**config.mk**
```make
export PLATFORM = sky130hd
export DESIGN_NAME = tls_client_hello_sni_locator
export DESIGN_NICKNAME = d
export VERILOG_FILES = /design/src/sv/tsni_pkg.sv /design/src/sv/tsni_in_reg.sv /design/src/sv/tsni_parser.sv /design/src/sv/tsni_out_reg.sv /design/src/sv/tls_client_hello_sni_locator.sv
export VERILOG_INCLUDE_DIRS = /design/src /design/src/sv
export SDC_FILE = /design/constraint.sdc
export NUM_CORES = 1
export LEC_CHECK = 0
export BUFFER_PORTS_ARGS = -buffer_cell sky130_fd_sc_hd__clkbuf_2
export CAP_MARGIN = 20
export CELL_PAD_IN_SITES_DETAIL_PLACEMENT = 1
export CELL_PAD_IN_SITES_GLOBAL_PLACEMENT = 2
export CORE_MARGIN = 1
export CORE_UTILIZATION = 40
export CTS_CLUSTER_DIAMETER = 120
export DETAILED_ROUTE_END_ITERATION = 16
export PLACE_DENSITY = 0.83
export SLEW_MARGIN = 10
export SYNTH_ARGS = -nofsm -noshare
export SYNTH_HDL_FRONTEND = slang
export SYNTH_HIERARCHICAL = 1
export SYNTH_SLANG_ARGS = --single-unit
```
**constraint.sdc**
```tcl
create_clock -name clk -period 7.9 [get_ports clk]
set_clock_uncertainty 0.15 [all_clocks]
set_input_delay 0.79 -clock clk [delete_from_list [all_inputs] [get_ports clk]]
set_output_delay 0.79 -clock clk [all_outputs]
set_load 0.02 [all_outputs]
```
**src/sv/tls_client_hello_sni_locator_macros.svh**
```systemverilog
// Assertion macros used by the server-name locator parser.
`ifndef TLS_CLIENT_HELLO_SNI_LOCATOR_MACROS_SVH
`define TLS_CLIENT_HELLO_SNI_LOCATOR_MACROS_SVH

// Check that the consequent holds in the same cycle as the antecedent.
`define TSNI_ASSERT_SAME(label, clk_sig, rstn_sig, ante, cons, msg) \
	label: assert property (@(posedge clk_sig) disable iff (!rstn_sig) \
		(ante) |-> (cons)) else $error(msg);

// Check that the consequent holds in the cycle after the antecedent.
`define TSNI_ASSERT_NEXT(label, clk_sig, rstn_sig, ante, cons, msg) \
	label: assert property (@(posedge clk_sig) disable iff (!rstn_sig) \
		(ante) |=> (cons)) else $error(msg);

`endif

```
**src/sv/tsni_pkg.sv**
```systemverilog
// Package: constants and types shared by the server-name locator.
`timescale 1ns / 1ps
`default_nettype none
package tsni_pkg;

	// Default largest payload that is parsed
	localparam int MAX_PAYLOAD_DEF = 65535;

	// Width of stream positions
	localparam int POS_W = 18;

	// Record and handshake codes
	localparam logic [7:0] REC_HANDSHAKE   = 8'h16;
	localparam logic [7:0] HS_CLIENT_HELLO = 8'h01;
	localparam logic [7:0] NAME_HOST       = 8'h00;
	localparam logic [15:0] EXT_SERVER_NAME = 16'h0000;

	// Fixed header offsets
	localparam logic [POS_W-1:0] POS_REC_TYPE = POS_W'(0);
	localparam logic [POS_W-1:0] POS_HS_TYPE  = POS_W'(5);
	localparam logic [POS_W-1:0] POS_HEAD_END = POS_W'(42);

	// Minimum server-name extension body and its list-length prefix
	localparam logic [POS_W-1:0] SNI_MIN_LEN  = POS_W'(5);
	localparam logic [POS_W-1:0] SNI_LIST_LEN = POS_W'(2);
	localparam logic [POS_W:0]   EXT_HDR_LEN  = (POS_W+1)'(4);

	// One result request
	typedef struct packed {
		logic        found;
		logic [15:0] name_offset;
		logic [15:0] name_length;
	} result_t;

endpackage
`default_nettype wire

```
**src/sv/tsni_in_reg.sv**
```systemverilog
// Input register: holds one byte request until the parser takes it.
`timescale 1ns / 1ps
`default_nettype none
module tsni_in_reg
	import tsni_pkg::*;
(
	input  wire logic       clk,
	input  wire logic       arst_n,
	input  wire logic       in_valid,
	output logic            in_ready,
	input  wire logic [7:0] data_byte,
	input  wire logic       last_byte,
	input  wire logic       res_free,
	output logic            step,
	output logic [7:0]      byte_s1,
	output logic            last_s1
);

	logic valid_s1;

	// Advance unless a final byte must wait for the result slot
	assign step     = valid_s1 && (!last_s1 || res_free);
	assign in_ready = !valid_s1 || step;

	// Hold valid flag
	always_ff @(posedge clk or negedge arst_n) begin
		if (!arst_n) begin
			valid_s1 <= 1'b0;
		end else if (in_ready) begin
			valid_s1 <= in_valid;
		end
	end

	// Capture payload
	always_ff @(posedge clk) begin
		if (in_valid && in_ready) begin
			byte_s1 <= data_byte;
			last_s1 <= last_byte;
		end
	end

endmodule
`default_nettype wire

```
**src/sv/tsni_parser.sv**
```systemverilog
// Parser: walks the ClientHello one byte per step and forms the result.
`timescale 1ns / 1ps
`default_nettype none
`include "tls_client_hello_sni_locator_macros.svh"
module tsni_parser
	import tsni_pkg::*;
#(
	parameter int MAX_PAYLOAD = MAX_PAYLOAD_DEF
) (
	input  wire logic       clk,
	input  wire logic       arst_n,
	input  wire logic       step,
	input  wire logic [7:0] byte_s1,
	input  wire logic       last_s1,
	output logic            res_valid,
	output result_t         res
);

	localparam int CW = $clog2(MAX_PAYLOAD + 2);
	localparam logic [CW-1:0] CNT_MAX = CW'(MAX_PAYLOAD);

	typedef enum logic [3:0] {
		PH_HEAD, PH_SID, PH_CS_HI, PH_CS_LO, PH_COMP, PH_XL_HI, PH_XL_LO,
		PH_ET_HI, PH_ET_LO, PH_EL_HI, PH_EL_LO, PH_SN_TYPE, PH_SN_HI,
		PH_SN_LO, PH_DONE
	} phase_t;

	phase_t            phase_q, phase_n;
	logic [CW-1:0]     count_q, count_n;
	logic [POS_W-1:0]  nfp_q, nfp_n;
	logic [POS_W-1:0]  xend_q, xend_n;
	logic [POS_W-1:0]  eend_q, eend_n;
	logic [7:0]        shift_q, shift_n;
	logic              sni_q, sni_n;
	logic [15:0]       cand_off_q, cand_off_n;
	logic [15:0]       cand_len_q, cand_len_n;
	logic              cand_q, cand_n;
	logic              failed_q, failed_n;

	logic [15:0]       word;
	logic [POS_W-1:0]  pos;
	logic [POS_W-1:0]  after;
	logic [POS_W-1:0]  new_end;
	logic              take;
	logic              ok;

	// Work out the next parse state for the byte at the input register
	always_comb begin
		word       = {shift_q, byte_s1};
		pos        = POS_W'(count_q);
		after      = pos + POS_W'(1);
		new_end    = after + POS_W'(word);
		take       = (count_q < CNT_MAX) && (phase_q != PH_DONE) && (pos == nfp_q);
		count_n    = (count_q <= CNT_MAX) ? count_q + CW'(1) : count_q;
		phase_n    = phase_q;
		nfp_n      = nfp_q;
		xend_n     = xend_q;
		eend_n     = eend_q;
		shift_n    = shift_q;
		sni_n      = sni_q;
		cand_off_n = cand_off_q;
		cand_len_n = cand_len_q;
		cand_n     = cand_q;
		failed_n   = failed_q;
		if (take) begin
			nfp_n = after;
			case (phase_q)
				PH_HEAD: begin
					if ((pos == POS_REC_TYPE && byte_s1 != REC_HANDSHAKE) ||
					    (pos == POS_HS_TYPE && byte_s1 != HS_CLIENT_HELLO)) begin
						failed_n = 1'b1;
						phase_n  = PH_DONE;
					end else if (pos == POS_HEAD_END) begin
						phase_n = PH_SID;
					end
				end
				PH_SID: begin
					nfp_n   = after + POS_W'(byte_s1);
					phase_n = PH_CS_HI;
				end
				PH_CS_HI: begin
					shift_n = byte_s1;
					phase_n = PH_CS_LO;
				end
				PH_CS_LO: begin
					nfp_n   = new_end;
					phase_n = PH_COMP;
				end
				PH_COMP: begin
					nfp_n   = after + POS_W'(byte_s1);
					phase_n = PH_XL_HI;
				end
				PH_XL_HI: begin
					shift_n = byte_s1;
					phase_n = PH_XL_LO;
				end
				PH_XL_LO: begin
					xend_n = new_end;
					if ({1'b0, after} + EXT_HDR_LEN > {1'b0, new_end}) begin
						failed_n = 1'b1;
						phase_n  = PH_DONE;
					end else begin
						phase_n = PH_ET_HI;
					end
				end
				PH_ET_HI: begin
					shift_n = byte_s1;
					phase_n = PH_ET_LO;
				end
				PH_ET_LO: begin
					sni_n   = (word == EXT_SERVER_NAME);
					phase_n = PH_EL_HI;
				end
				PH_EL_HI: begin
					shift_n = byte_s1;
					phase_n = PH_EL_LO;
				end
				PH_EL_LO: begin
					eend_n = new_end;
					if (new_end > xend_q) begin
						failed_n = 1'b1;
						phase_n  = PH_DONE;
					end else if (sni_q) begin
						if (after + SNI_MIN_LEN > new_end) begin
							failed_n = 1'b1;
							phase_n  = PH_DONE;
						end else begin
							nfp_n   = after + SNI_LIST_LEN;
							phase_n = PH_SN_TYPE;
						end
					end else begin
						// skip the whole extension
						nfp_n = new_end;
						if ({1'b0, new_end} + EXT_HDR_LEN > {1'b0, xend_q}) begin
							failed_n = 1'b1;
							phase_n  = PH_DONE;
						end else begin
							phase_n = PH_ET_HI;
						end
					end
				end
				PH_SN_TYPE: begin
					if (byte_s1 == NAME_HOST) begin
						phase_n = PH_SN_HI;
					end else begin
						// other name type: move on to the next extension
						nfp_n = eend_q;
						if ({1'b0, eend_q} + EXT_HDR_LEN > {1'b0, xend_q}) begin
							failed_n = 1'b1;
							phase_n  = PH_DONE;
						end else begin
							phase_n = PH_ET_HI;
						end
					end
				end
				PH_SN_HI: begin
					shift_n = byte_s1;
					phase_n = PH_SN_LO;
				end
				PH_SN_LO: begin
					if (new_end > eend_q) begin
						failed_n = 1'b1;
						phase_n  = PH_DONE;
					end else begin
						cand_off_n = after[15:0];
						cand_len_n = word;
						cand_n     = 1'b1;
						phase_n    = PH_DONE;
					end
				end
				default: begin
					phase_n = PH_DONE;
				end
			endcase
		end
		ok = cand_n && !failed_n && (count_n <= CNT_MAX) && (xend_n <= POS_W'(count_n));
	end

	// Result on the final byte
	assign res_valid       = step && last_s1;
	assign res.found       = ok;
	assign res.name_offset = ok ? cand_off_n : 16'd0;
	assign res.name_length = ok ? cand_len_n : 16'd0;

	// Hold parse state; drop it after the final byte
	always_ff @(posedge clk or negedge arst_n) begin
		if (!arst_n) begin
			phase_q    <= PH_HEAD;
			count_q    <= '0;
			nfp_q      <= '0;
			xend_q     <= '0;
			eend_q     <= '0;
			shift_q    <= '0;
			sni_q      <= 1'b0;
			cand_off_q <= '0;
			cand_len_q <= '0;
			cand_q     <= 1'b0;
			failed_q   <= 1'b0;
		end else if (step) begin
			if (last_s1) begin
				phase_q    <= PH_HEAD;
				count_q    <= '0;
				nfp_q      <= '0;
				xend_q     <= '0;
				eend_q     <= '0;
				shift_q    <= '0;
				sni_q      <= 1'b0;
				cand_off_q <= '0;
				cand_len_q <= '0;
				cand_q     <= 1'b0;
				failed_q   <= 1'b0;
			end else begin
				phase_q    <= phase_n;
				count_q    <= count_n;
				nfp_q      <= nfp_n;
				xend_q     <= xend_n;
				eend_q     <= eend_n;
				shift_q    <= shift_n;
				sni_q      <= sni_n;
				cand_off_q <= cand_off_n;
				cand_len_q <= cand_len_n;
				cand_q     <= cand_n;
				failed_q   <= failed_n;
			end
		end
	end

	`TSNI_ASSERT_NEXT(a_restart, clk, arst_n, step && last_s1, (phase_q == PH_HEAD) && (count_q == '0), "parser did not restart after final byte")
	`TSNI_ASSERT_SAME(a_found_off, clk, arst_n, res_valid && res.found, res.name_offset > 16'(POS_HEAD_END), "name offset inside fixed header")
	`TSNI_ASSERT_SAME(a_cand_ok, clk, arst_n, cand_q, !failed_q && (phase_q == PH_DONE), "candidate held while parse still open")
	`TSNI_ASSERT_NEXT(a_done_stays, clk, arst_n, step && !last_s1 && (phase_q == PH_DONE), phase_q == PH_DONE, "parser left done phase mid payload")

endmodule
`default_nettype wire

```
**src/sv/tsni_out_reg.sv**
```systemverilog
// Result register: holds one result request until the receiver takes it.
`timescale 1ns / 1ps
`default_nettype none
module tsni_out_reg
	import tsni_pkg::*;
(
	input  wire logic clk,
	input  wire logic arst_n,
	input  wire logic load,
	input  result_t   res,
	output logic      res_free,
	output logic      out_valid,
	input  wire logic out_ready,
	output logic      found,
	output logic [15:0] name_offset,
	output logic [15:0] name_length
);

	logic    valid_q;
	result_t res_q;

	assign res_free    = !valid_q || out_ready;
	assign out_valid   = valid_q;
	assign found       = res_q.found;
	assign name_offset = res_q.name_offset;
	assign name_length = res_q.name_length;

	// Hold valid until taken
	always_ff @(posedge clk or negedge arst_n) begin
		if (!arst_n) begin
			valid_q <= 1'b0;
		end else if (res_free) begin
			valid_q <= load;
		end
	end

	// Capture result
	always_ff @(posedge clk) begin
		if (load && res_free) begin
			res_q <= res;
		end
	end

endmodule
`default_nettype wire

```
**src/sv/tls_client_hello_sni_locator.sv**
```systemverilog
// Top level of the ClientHello server-name locator.
// Input channel: one payload byte a request (data_byte, last_byte on the
//   final byte) with in_valid / in_ready.
// Output channel: one result request a payload (found, name_offset,
//   name_length) with out_valid / out_ready, raised only for the final byte.
// Throughput: one byte a cycle unless a final byte waits for the result
//   register; the byte register and the parse state step once per cycle.
// Result path: the final byte is taken into the input register, the
//   parser works on it there, and the result register loads the result
//   when the parser steps; out_valid is that register's valid flag.
// Offsets and lengths come from the stream position counter; payloads of
//   more than MAX_PAYLOAD bytes report not found.
// Reset: arst_n clears the parse state and both valid flags; the next byte
//   taken is offset zero of a new payload.
// Stall: while out_ready is low a held result blocks only a further final
//   byte; ordinary bytes keep streaming into the parser.
`timescale 1ns / 1ps
`default_nettype none
module tls_client_hello_sni_locator
	import tsni_pkg::*;
#(
	parameter int MAX_PAYLOAD = MAX_PAYLOAD_DEF
) (
	input  wire logic        clk,
	input  wire logic        arst_n,
	input  wire logic        in_valid,
	output logic             in_ready,
	input  wire logic [7:0]  data_byte,
	input  wire logic        last_byte,
	output logic             out_valid,
	input  wire logic        out_ready,
	output logic             found,
	output logic [15:0]      name_offset,
	output logic [15:0]      name_length
);

	logic       step;
	logic [7:0] byte_s1;
	logic       last_s1;
	logic       res_free;
	logic       res_valid;
	result_t    res;

	tsni_in_reg u_in (
		.clk       (clk),
		.arst_n    (arst_n),
		.in_valid  (in_valid),
		.in_ready  (in_ready),
		.data_byte (data_byte),
		.last_byte (last_byte),
		.res_free  (res_free),
		.step      (step),
		.byte_s1   (byte_s1),
		.last_s1   (last_s1)
	);

	tsni_parser #(
		.MAX_PAYLOAD (MAX_PAYLOAD)
	) u_parser (
		.clk       (clk),
		.arst_n    (arst_n),
		.step      (step),
		.byte_s1   (byte_s1),
		.last_s1   (last_s1),
		.res_valid (res_valid),
		.res       (res)
	);

	tsni_out_reg u_out (
		.clk         (clk),
		.arst_n      (arst_n),
		.load        (res_valid),
		.res         (res),
		.res_free    (res_free),
		.out_valid   (out_valid),
		.out_ready   (out_ready),
		.found       (found),
		.name_offset (name_offset),
		.name_length (name_length)
	);

endmodule
`default_nettype wire
```
==> results.md, run 1 <==
* Synthesis Warnings at 6
* Final Hold Viols at 0
* Critical Path Sink Type: register
* Met3 usage at 0.06245
* Met1 usage at 0.4718
* Detailed placement HPWL at roughly 48 mm
* Peak fanout along the critical path at 33
* Maximum clock frequency at roughly 0.13 GHz
* Tot Pwr at about 0.0042 W
* Core area at between 30,000 and 40,000 um^2
* Top FF cell, synth: dfrtp_1
* NumNets Final at ~2,000
* EDFF count, synth at 42
* Cells after Synth at approximately 1,800
* Crit path time final at roughly 7.6 ns
* CTS sink cnt at roughly 160
* Max-slew violation count at 0
* Crit path DAT at ~7.6 ns
* Number of global-route vias before repair at between 10,000 and 15,000
* Gr usage total at 0.3389
* Async SR Flop Fraction at 0.7407
* Status: finished, final reports clean
* CP delay by family, top: compound AO/OA/AOI/OAI gates
* Setup violators final at 0
* Total negative slack at 0 ns
* Cell taking the most area after synthesis: dfrtp_1
* Pin count of the biggest net entering global routing at 71
* Std cell rows at 69
* Vias at 14,603
* Largest cells by area after synthesis: dfrtp_1, ha_1, edfxtp_1, xnor2_1, nand2_1
* Multi-input logic area at about 9600 um^2
* P_sw at 0.002077 W
* H-tree depth at 4
* Hold Path Class: input pin to asynchronous set/reset pin
* Seq/Total Area, Yosys at 0.2901
* CTS buffer count at 17
* Slowest stage delay, CP at ~0.71 ns
* Seq pwr share at 0.271
* Reg area at roughly 4300 um^2
* WP depth at 24
* Post-layout instance area at 16,350 um^2
* Area growth, synth to finish at 11.25%
* Initial antenna violation count at 0
* GR Overflow Total at 0
* Post-CTS Setup Inserts at 0
* Peak VDD IR at ~260 uV
* Clock power frac at 0.211
* Routed WL per cell at between 20 and 30 um
* First-pass GRT wire length at approximately 95 mm
* GR peak layer: met2
* IO Port Bufs at 47
* Synth Area per Inst at 8.348 um^2
* DIE WIDTH at roughly 190 um
* DR pass1 iterations at 5
* Clk_lat worst skew at 0.48 ns
* CTS tree: yes
* Root Driver: clkbuf_16
* Crit path cell chain: nand4_4, o31a_1, nor2_1, clkinv_1, ha_1, and2_1, a21boi_0, o21ai_0, a221o_1, xnor2_1, buf_4, nand4_1, nor3_1, xnor2_1, ha_1, nand2_1, nor2_1, nand2_1, nor4_1, o21a_1, a211o_1, a31oi_4, buf_6, a2111oi_0
* Post-DRT Antenna Nets at 0
* Most common cell after layout, fill and taps aside: nand2_1
* Final worst path period share at 0.9560
* Max Cap Viol at 0
* Syn_nets at about 1,900
* Internal power at approximately 0.0022 W
* Buffers plus inverters on the worst setup path at 3
* Maximum clock path buffer count at 2
* Seq cells post-synth at ~160
* Final WS setup at ~0.35 ns
* Lkg Pwr at 6.753 nW
* Combinational share of power at 0.518
* Worst EP required at around 8.0 ns
* Num ports at 48
* Synth top area share at 0.2043
* Pwr Density at 258.7 nW/um^2
* Routability cong. at roughly 1.0
* DRC at 0
* Clk pin slew, worst setup/hold paths at roughly 0.070 ns
* Placement Cell Area at approximately 16,000 um^2
* Initial Utilization at 0.4103
* DRT iter0 DRCs at between 1,000 and 1,500
* Post-Syn Area at between 10,000 and 15,000 um^2
* Max_slew headroom at 0.2665
* Fill count at 4,223
* CP Launch Type: register
* Share of layout cells above drive strength 1 at 0.1214
* Number of antenna diodes at 0
* DIE HEIGHT at 193.7 um
* WL final at between 60 and 70 mm
* M2 GR Usage at 0.5109
* Switch share at 0.4908
* Die ar. at between 30,000 and 40,000 um^2
* Critical path's slowest cell: dfrtp_1
* Worst reg-to-reg path cell count at 24
* Vias per cell at approximately 6.4
* WS Path Type: register to register
* RSZ-0062 raised after global routing: false
* Synth unique cells at 91
* Most frequent cells in the layout: nand2_1, ha_1, o21ai_0, inv_1, dfrtp_1
* Pre-CTS WS at ~0.23 ns
* Slew @ Worst Pin at around 1.1 ns
==> power groups by stage <==
| stage | clock network, W | logic, W | registers, W |
|---|---|---|---|
| 2_1_floorplan | 0 | 0.00143 | 0.00108 |
| 3_3_place_gp | 0 | 0.00207 | 0.00115 |
| 3_5_place_dp | 0 | 0.00211 | 0.00115 |
| 4_1_cts | 0.000908 | 0.00213 | 0.00114 |
| 5_1_grt | 0.000935 | 0.00236 | 0.00116 |
| 6_report | 0.000891 | 0.00219 | 0.00115 |
==> layout make-up <==
type | count | area share
Clock inverter | 15 | 0.01140
Clock buffer | 17 | 0.02601
Tap cell | 461 | 0.03527
Sequential cell | 162 | 0.2607
Timing Repair Buffer | 126 | 0.05202
Multi-Input combinational cell | 1371 | 0.5850
Inverter | 129 | 0.02961
==> synthesized netlist by cell type, types with 14 or more instances <==
cell type	n
nand2_1	196
ha_1	153
o21ai_0	127
dfrtp_1	120
inv_1	120
nor2_1	116
a21oi_1	108
xnor2_1	88
clkbuf_1	77
nand3_1	47
o22ai_1	47
edfxtp_1	42
a22oi_1	39
nand4_1	35
nor4_1	33
nor3_1	31
a21o_1	29
nor2b_1	24
xor2_1	19
o31ai_1	16
a2111oi_2	15
mux2i_1	15
o221ai_1	14
==> flip-flops by register name (all words and copies together) (netlist names), 4 cells and up <==
| signal | cells |
|---|---|
| u_in/byte_s1 | 8 |
| u_parser/cand_off_q | 16 |
| u_parser/shift_q | 8 |
| u_parser/phase_q | 4 |
| u_parser/cand_len_q | 16 |
| u_parser/eend_q | 18 |
| u_parser/nfp_q | 18 |
| u_out/name_length | 16 |
| u_parser/xend_q | 18 |
| u_parser/count_q | 17 |
| u_out/name_offset | 16 |
==> metrics by stage <==
stage                       util  hold WS [ns]  std cells
after floorplan                -        0.3059       1761
after global placement    0.4388        0.3255       2248
after detailed placement  0.4388        0.3363       2248
after CTS                 0.4559        0.1765       2280
after global routing      0.4565        0.1889       2281
final                     0.4565        0.1501       2281
==> worst paths after layout <==
kind / start / end / slack (ns)
setup / recovery: u_parser/count_q[2]$_DFFE_PN0P_ / u_out/name_offset[13]$_DFFE_PP_ / 0.35
hold / removal: arst_n / u_parser/xend_q[3]$_DFFE_PN0P_ / 0.15
setup reg to reg: u_parser/count_q[2]$_DFFE_PN0P_ / u_out/name_offset[13]$_DFFE_PP_ / 0.35
hold reg to reg: u_parser/cand_q$_DFFE_PN0P_ / u_parser/cand_q$_DFFE_PN0P_ / 0.36
max in group asynchronous: arst_n / u_parser/cand_len_q[11]$_DFFE_PN0P_ / 6.05
min in group clk: data_byte[3] / u_in/byte_s1[3]$_DFFE_PP_ / 0.34
==> what timing repair did <==
item / in CTS / in global routing
hold buffers: 0 / 0
gates resized for setup: 0 / 5
setup endpoints to repair: 0 / 35
==> cell families after synthesis <==
family	Yosys count	share of synthesized area
buf+inv	228	0.06213
xor+xnor	111	0.06894
fa+ha+maj	155	0.1324
mux	17	0.01175
compound gates	530	0.2455
flops	162	0.2901
simple gates	558	0.1893
==> layer usage <==
layer	vias to the layer above	routed length (um)
met1	7334	28670
met5	-	0
li1	6564	-
met4	0	2676
met2	567	27510
met3	138	4497
Power figures use the tool's default switching activity.
==> run 2: changes to the inputs <==
--- a/config.mk
+++ b/config.mk
@@ -11,12 +11,11 @@
 export CELL_PAD_IN_SITES_DETAIL_PLACEMENT = 1
 export CELL_PAD_IN_SITES_GLOBAL_PLACEMENT = 2
 export CORE_MARGIN = 1
-export CORE_UTILIZATION = 40
+export CORE_UTILIZATION = 39
 export CTS_CLUSTER_DIAMETER = 120
 export DETAILED_ROUTE_END_ITERATION = 16
-export PLACE_DENSITY = 0.83
+export PLACE_DENSITY = 0.82
 export SLEW_MARGIN = 10
 export SYNTH_ARGS = -nofsm -noshare
 export SYNTH_HDL_FRONTEND = slang
-export SYNTH_HIERARCHICAL = 1
 export SYNTH_SLANG_ARGS = --single-unit
==> run 2 against run 1 <==
- synthesized area fell by 4.0%
- count of clock-buffer cells in the layout did not move
- sequential share of layout area rose by 0.83 points
- flip-flop and latch count did not move
- worst hold slack got worse by 0.030 ns
- maximum frequency fell by 0.34%
- global-route usage rose by 2.5 points
- die area fell by 1.5%
- clock power fell by 2.6%
- critical path type unchanged
- critical endpoint is now u_out.name_offset[5]$_SDFFCE_PN0P_
==> results.md, run 2 <==
* Hold Path Class: input pin to asynchronous set/reset pin
* GR Overflow Total at 0 (unchanged)
* Seq/Total Area, Yosys at 0.3022 (+0.01214)
* Most common cell after layout, fill and taps aside: nand2_1
* Synth Area in Compound Gates at 0.2218 (-0.02369)
* Internal power at 0.001956 W (-9.2%)
* DRC at 0 (unchanged)
* Share of layout cells above drive strength 1 at 0.1163 (-0.005110)
* Fin cells at 2,232 (-2.1%)
* CTS tree: yes
* Largest family of logic cells by synthesized area: compound AO/OA/AOI/OAI gates
* Simple-gate share of the synthesized area at 0.1866 (-0.002718)
* Slew @ Worst Pin at 1.070 ns (-0.02218 ns)
* Final worst path period share at 0.9592 (+0.003250)
* Max_slew headroom at 0.2853 (+0.01884)
* Switch share at 0.4841 (-0.006704)
* Max-slew violation count at 0 (unchanged)
* Largest cells by area after synthesis: dfrtp_1, ha_1, edfxtp_1, o21ai_0, xnor2_1
* Detailed placement HPWL at 50.96 mm (+5.7%)
* DR pass1 iterations at 5 (unchanged)
* Top Registers: u_parser.eend_q (18), u_parser.nfp_q (18), u_parser.xend_q (18)
* Mux share of post-synthesis cell area at 0.02651 (+0.01477)
* CTS sink cnt at 162 (unchanged)
* Seq pwr share at 0.274 (+0.003)
* Number of antenna diodes at 0 (unchanged)
* Initial Utilization at 0.3967 (-0.01362)
* Vias per cell at 6.372 (-0.46%)
* Synthesis Warnings at 0 (-6)
* Final Hold Viols at 0 (unchanged)
* Vias at 14,223 (-2.6%)
* CP Launch Type: register
* Lkg Pwr at 6.618 nW (-2.0%)
* First-pass GRT wire length at 96.61 mm (+1.4%)
* Maximum clock frequency at 0.1320 GHz (-0.34%)
* Synth unique cells at 75 (-18%)
* NumNets Final at 1,925 (-2.5%)
* Post-DRT Antenna Nets at 0 (unchanged)
* Std cell rows at 69 (unchanged)
* Count leader, synth: nand2_1
* Placed Cells at 2,195 (-2.4%)
* Commonest cells post-synth: nand2_1, o21ai_0, ha_1
* Total negative slack at 0 ns (unchanged)
* WS Path Type: register to register
* Seq cells post-synth at 162 (unchanged)
* Clock power frac at 0.229 (+0.018)
* Routability cong. at 1.047 (+4.4%)
* Slowest stage delay, CP at 0.79 ns (+0.08 ns)
* Combinational share of power at 0.498 (-0.020)
* Status: finished, final reports clean
* Initial antenna violation count at 1 (+1)
* Peak fanout along the critical path at 13 (-61%)
* P_sw at 0.001835 W (-12%)
* Adder-cell share of the synthesized area at 0.1371 (+0.004742)
* CTS buffer count at 17 (unchanged)
* Cells after Synth at 1,697 (-3.6%)
* Most frequent cells in the layout: nand2_1, o21ai_0, ha_1, nor2_1, dfrtp_1
* EDFF count, synth at 42 (unchanged)
* WL final at 66.49 mm (+4.9%)
* Number of global-route vias before repair at 14,600 (-0.18%)
* IO Port Bufs at 47 (unchanged)
* Most frequent CP cell: a211oi_1
* Synth Area in XOR/XNOR at 0.07378 (+0.004836)
* Critical path's slowest cell: or4b_2
* Top FF cell, synth: dfrtp_1
* Core area at 35,570 um^2 (-0.72%)
* Area growth, synth to finish at 12.33%
* CTS Hold Bufs at 0 (unchanged)
* Synth top area share at 0.2128 (+0.008550)
* Pwr Density at 239.2 nW/um^2 (-7.6%)
* Crit path DAT at 7.71 ns (+0.08 ns)
* Syn_nets at 1,864 (-3.3%)
* Num ports at 48 (unchanged)
* DIE WIDTH at 192.2 um (-0.77%)
* Max Cap Viol at 0 (unchanged)
* Critical Path Sink Type: register
* Cell taking the most area after synthesis: dfrtp_1
* Maximum clock path buffer count at 2 (unchanged)
* Clk_lat worst skew at 0.47 ns (about the same)
* Clk pin slew, worst setup/hold paths at 0.07 ns (about the same)
* Pin count of the biggest net entering global routing at 49 (-31%)
* Post-Syn Area at 14,110 um^2 (-4.0%)
* Root Driver: clkbuf_16
* Peak VDD IR at 182.3 uV (-29%)
* Async SR Flop Fraction at 0.7407 (unchanged)
* DIE HEIGHT at 192.2 um (-0.77%)
* Routed WL per cell at 29.79 um (+7.3%)
* RSZ-0062 raised after global routing: false
* DRT iter0 DRCs at 1,182 (-12%)
* Worst EP required at 8.03 ns (+0.06 ns)
* Gr usage total at 0.3642 (+0.02528)
* Crit path time final at 7.578 ns (+0.02567 ns)
* Setup violators final at 0 (unchanged)
* H-tree depth at 4 (unchanged)
* Synth Area per Inst at 8.315 um^2 (-0.40%)
* Die ar. at 36,940 um^2 (-1.5%)
-- run 2: cell count changes in the layout (fill, tap and decap cells not counted), moves of 17 or more --
cell     before  now
o21ai_0     125  178
o22ai_1      47    7
a22oi_1      39    7
inv_1       120   93
a21oi_1     107   85
mux2i_1      15   34
nor2_1      115  132
-- run 2: worst max-delay path, delay by kind of cell, from the launching register on --
kind                     cells  cell delay (ns)
adder cells (fa/ha/maj)      3             1.06
flip-flops                   1             0.52
AND/OR/NAND/NOR              8             1.88
buffers and inverters        3             0.51
XOR/XNOR                     1             0.20
AO/OA/AOI/OAI               11             3.01
-- run 2: worst paths after layout --
kind                                                startpoint                             endpoint  slack (ns)  cells past startpoint
max                            u_parser.count_q[0]$_DFFE_PN0P_   u_out.name_offset[5]$_SDFFCE_PN0P_        0.32                     26
min                                                     arst_n      u_parser.eend_q[12]$_DFFE_PN0P_        0.12                      1
max reg2reg                    u_parser.count_q[0]$_DFFE_PN0P_   u_out.name_offset[5]$_SDFFCE_PN0P_        0.32                     26
min reg2reg                u_parser.cand_len_q[12]$_DFFE_PN0P_  u_parser.cand_len_q[12]$_DFFE_PN0P_        0.34                      2
max in group asynchronous                               arst_n      u_parser.count_q[0]$_DFFE_PN0P_        5.71                      3
min in group clk           u_parser.cand_len_q[12]$_DFFE_PN0P_  u_parser.cand_len_q[12]$_DFFE_PN0P_        0.34                      2
-- run 2: cell families after synthesis --
logic type                 count (synthesis)
AOI/OAI and AO/OA                        485
xor gates and xnor gates                 118
adders and majority gates                154
buffers and inverters                    189
DFF                                      162
muxes                                     37
and+or+nand+nor                          552
-- run 2: area by class of cell --
| class | count | area [um^2] |
|---|---|---|
| Inverter | 101 | 379.1 |
| Fill cell | 4305 | 19720 |
| Clock buffer | 17 | 425.4 |
| Sequential cell | 162 | 4264 |
| Clock inverter | 15 | 166.4 |
| Multi-Input combinational cell | 1347 | 9159 |
| Timing Repair Buffer | 129 | 879.6 |
| Tap cell | 461 | 576.8 |
-- run 2: per-stage QoR --
step	utilization	total power [W]	cell area, um^2	hold slack (ns)	setup WS [ns]
CTS	0.4433	0.003676	15770	0.1320	0.2507
global placement	0.4267	0.002768	15180	0.3139	0.4447
floorplan	-	0.002064	14110	0.2992	1.362
detailed placement	0.4267	0.002804	15180	0.3218	0.3170
finish	0.4456	0.003791	15850	0.1201	0.3221
global route	0.4456	0.003929	15850	0.1582	0.04787
-- run 2: power by group through the flow --
stage / logic, W / clock network [W] / registers (W)
final: 0.00189 / 0.000868 / 0.00104
after global routing: 0.00199 / 0.000898 / 0.00104
after CTS: 0.00177 / 0.000878 / 0.00103
after detailed placement: 0.00176 / 0 / 0.00104
after global placement: 0.00172 / 0 / 0.00104
after floorplan: 0.00108 / 0 / 0.000989
-- run 2: timing repair --
item | CTS | global route
endpoints found under the setup margin | 0 | 33
setup buffers | 0 | 2
gates resized for setup | 0 | 5
-- run 2: metal layers --
layer / GRT usage / wire [um]
met1: 0.4511 / 27100
met2: 0.5867 / 30380
met4: 0.2241 / 4331
met3: 0.06322 / 4680
met5: 0 / 0
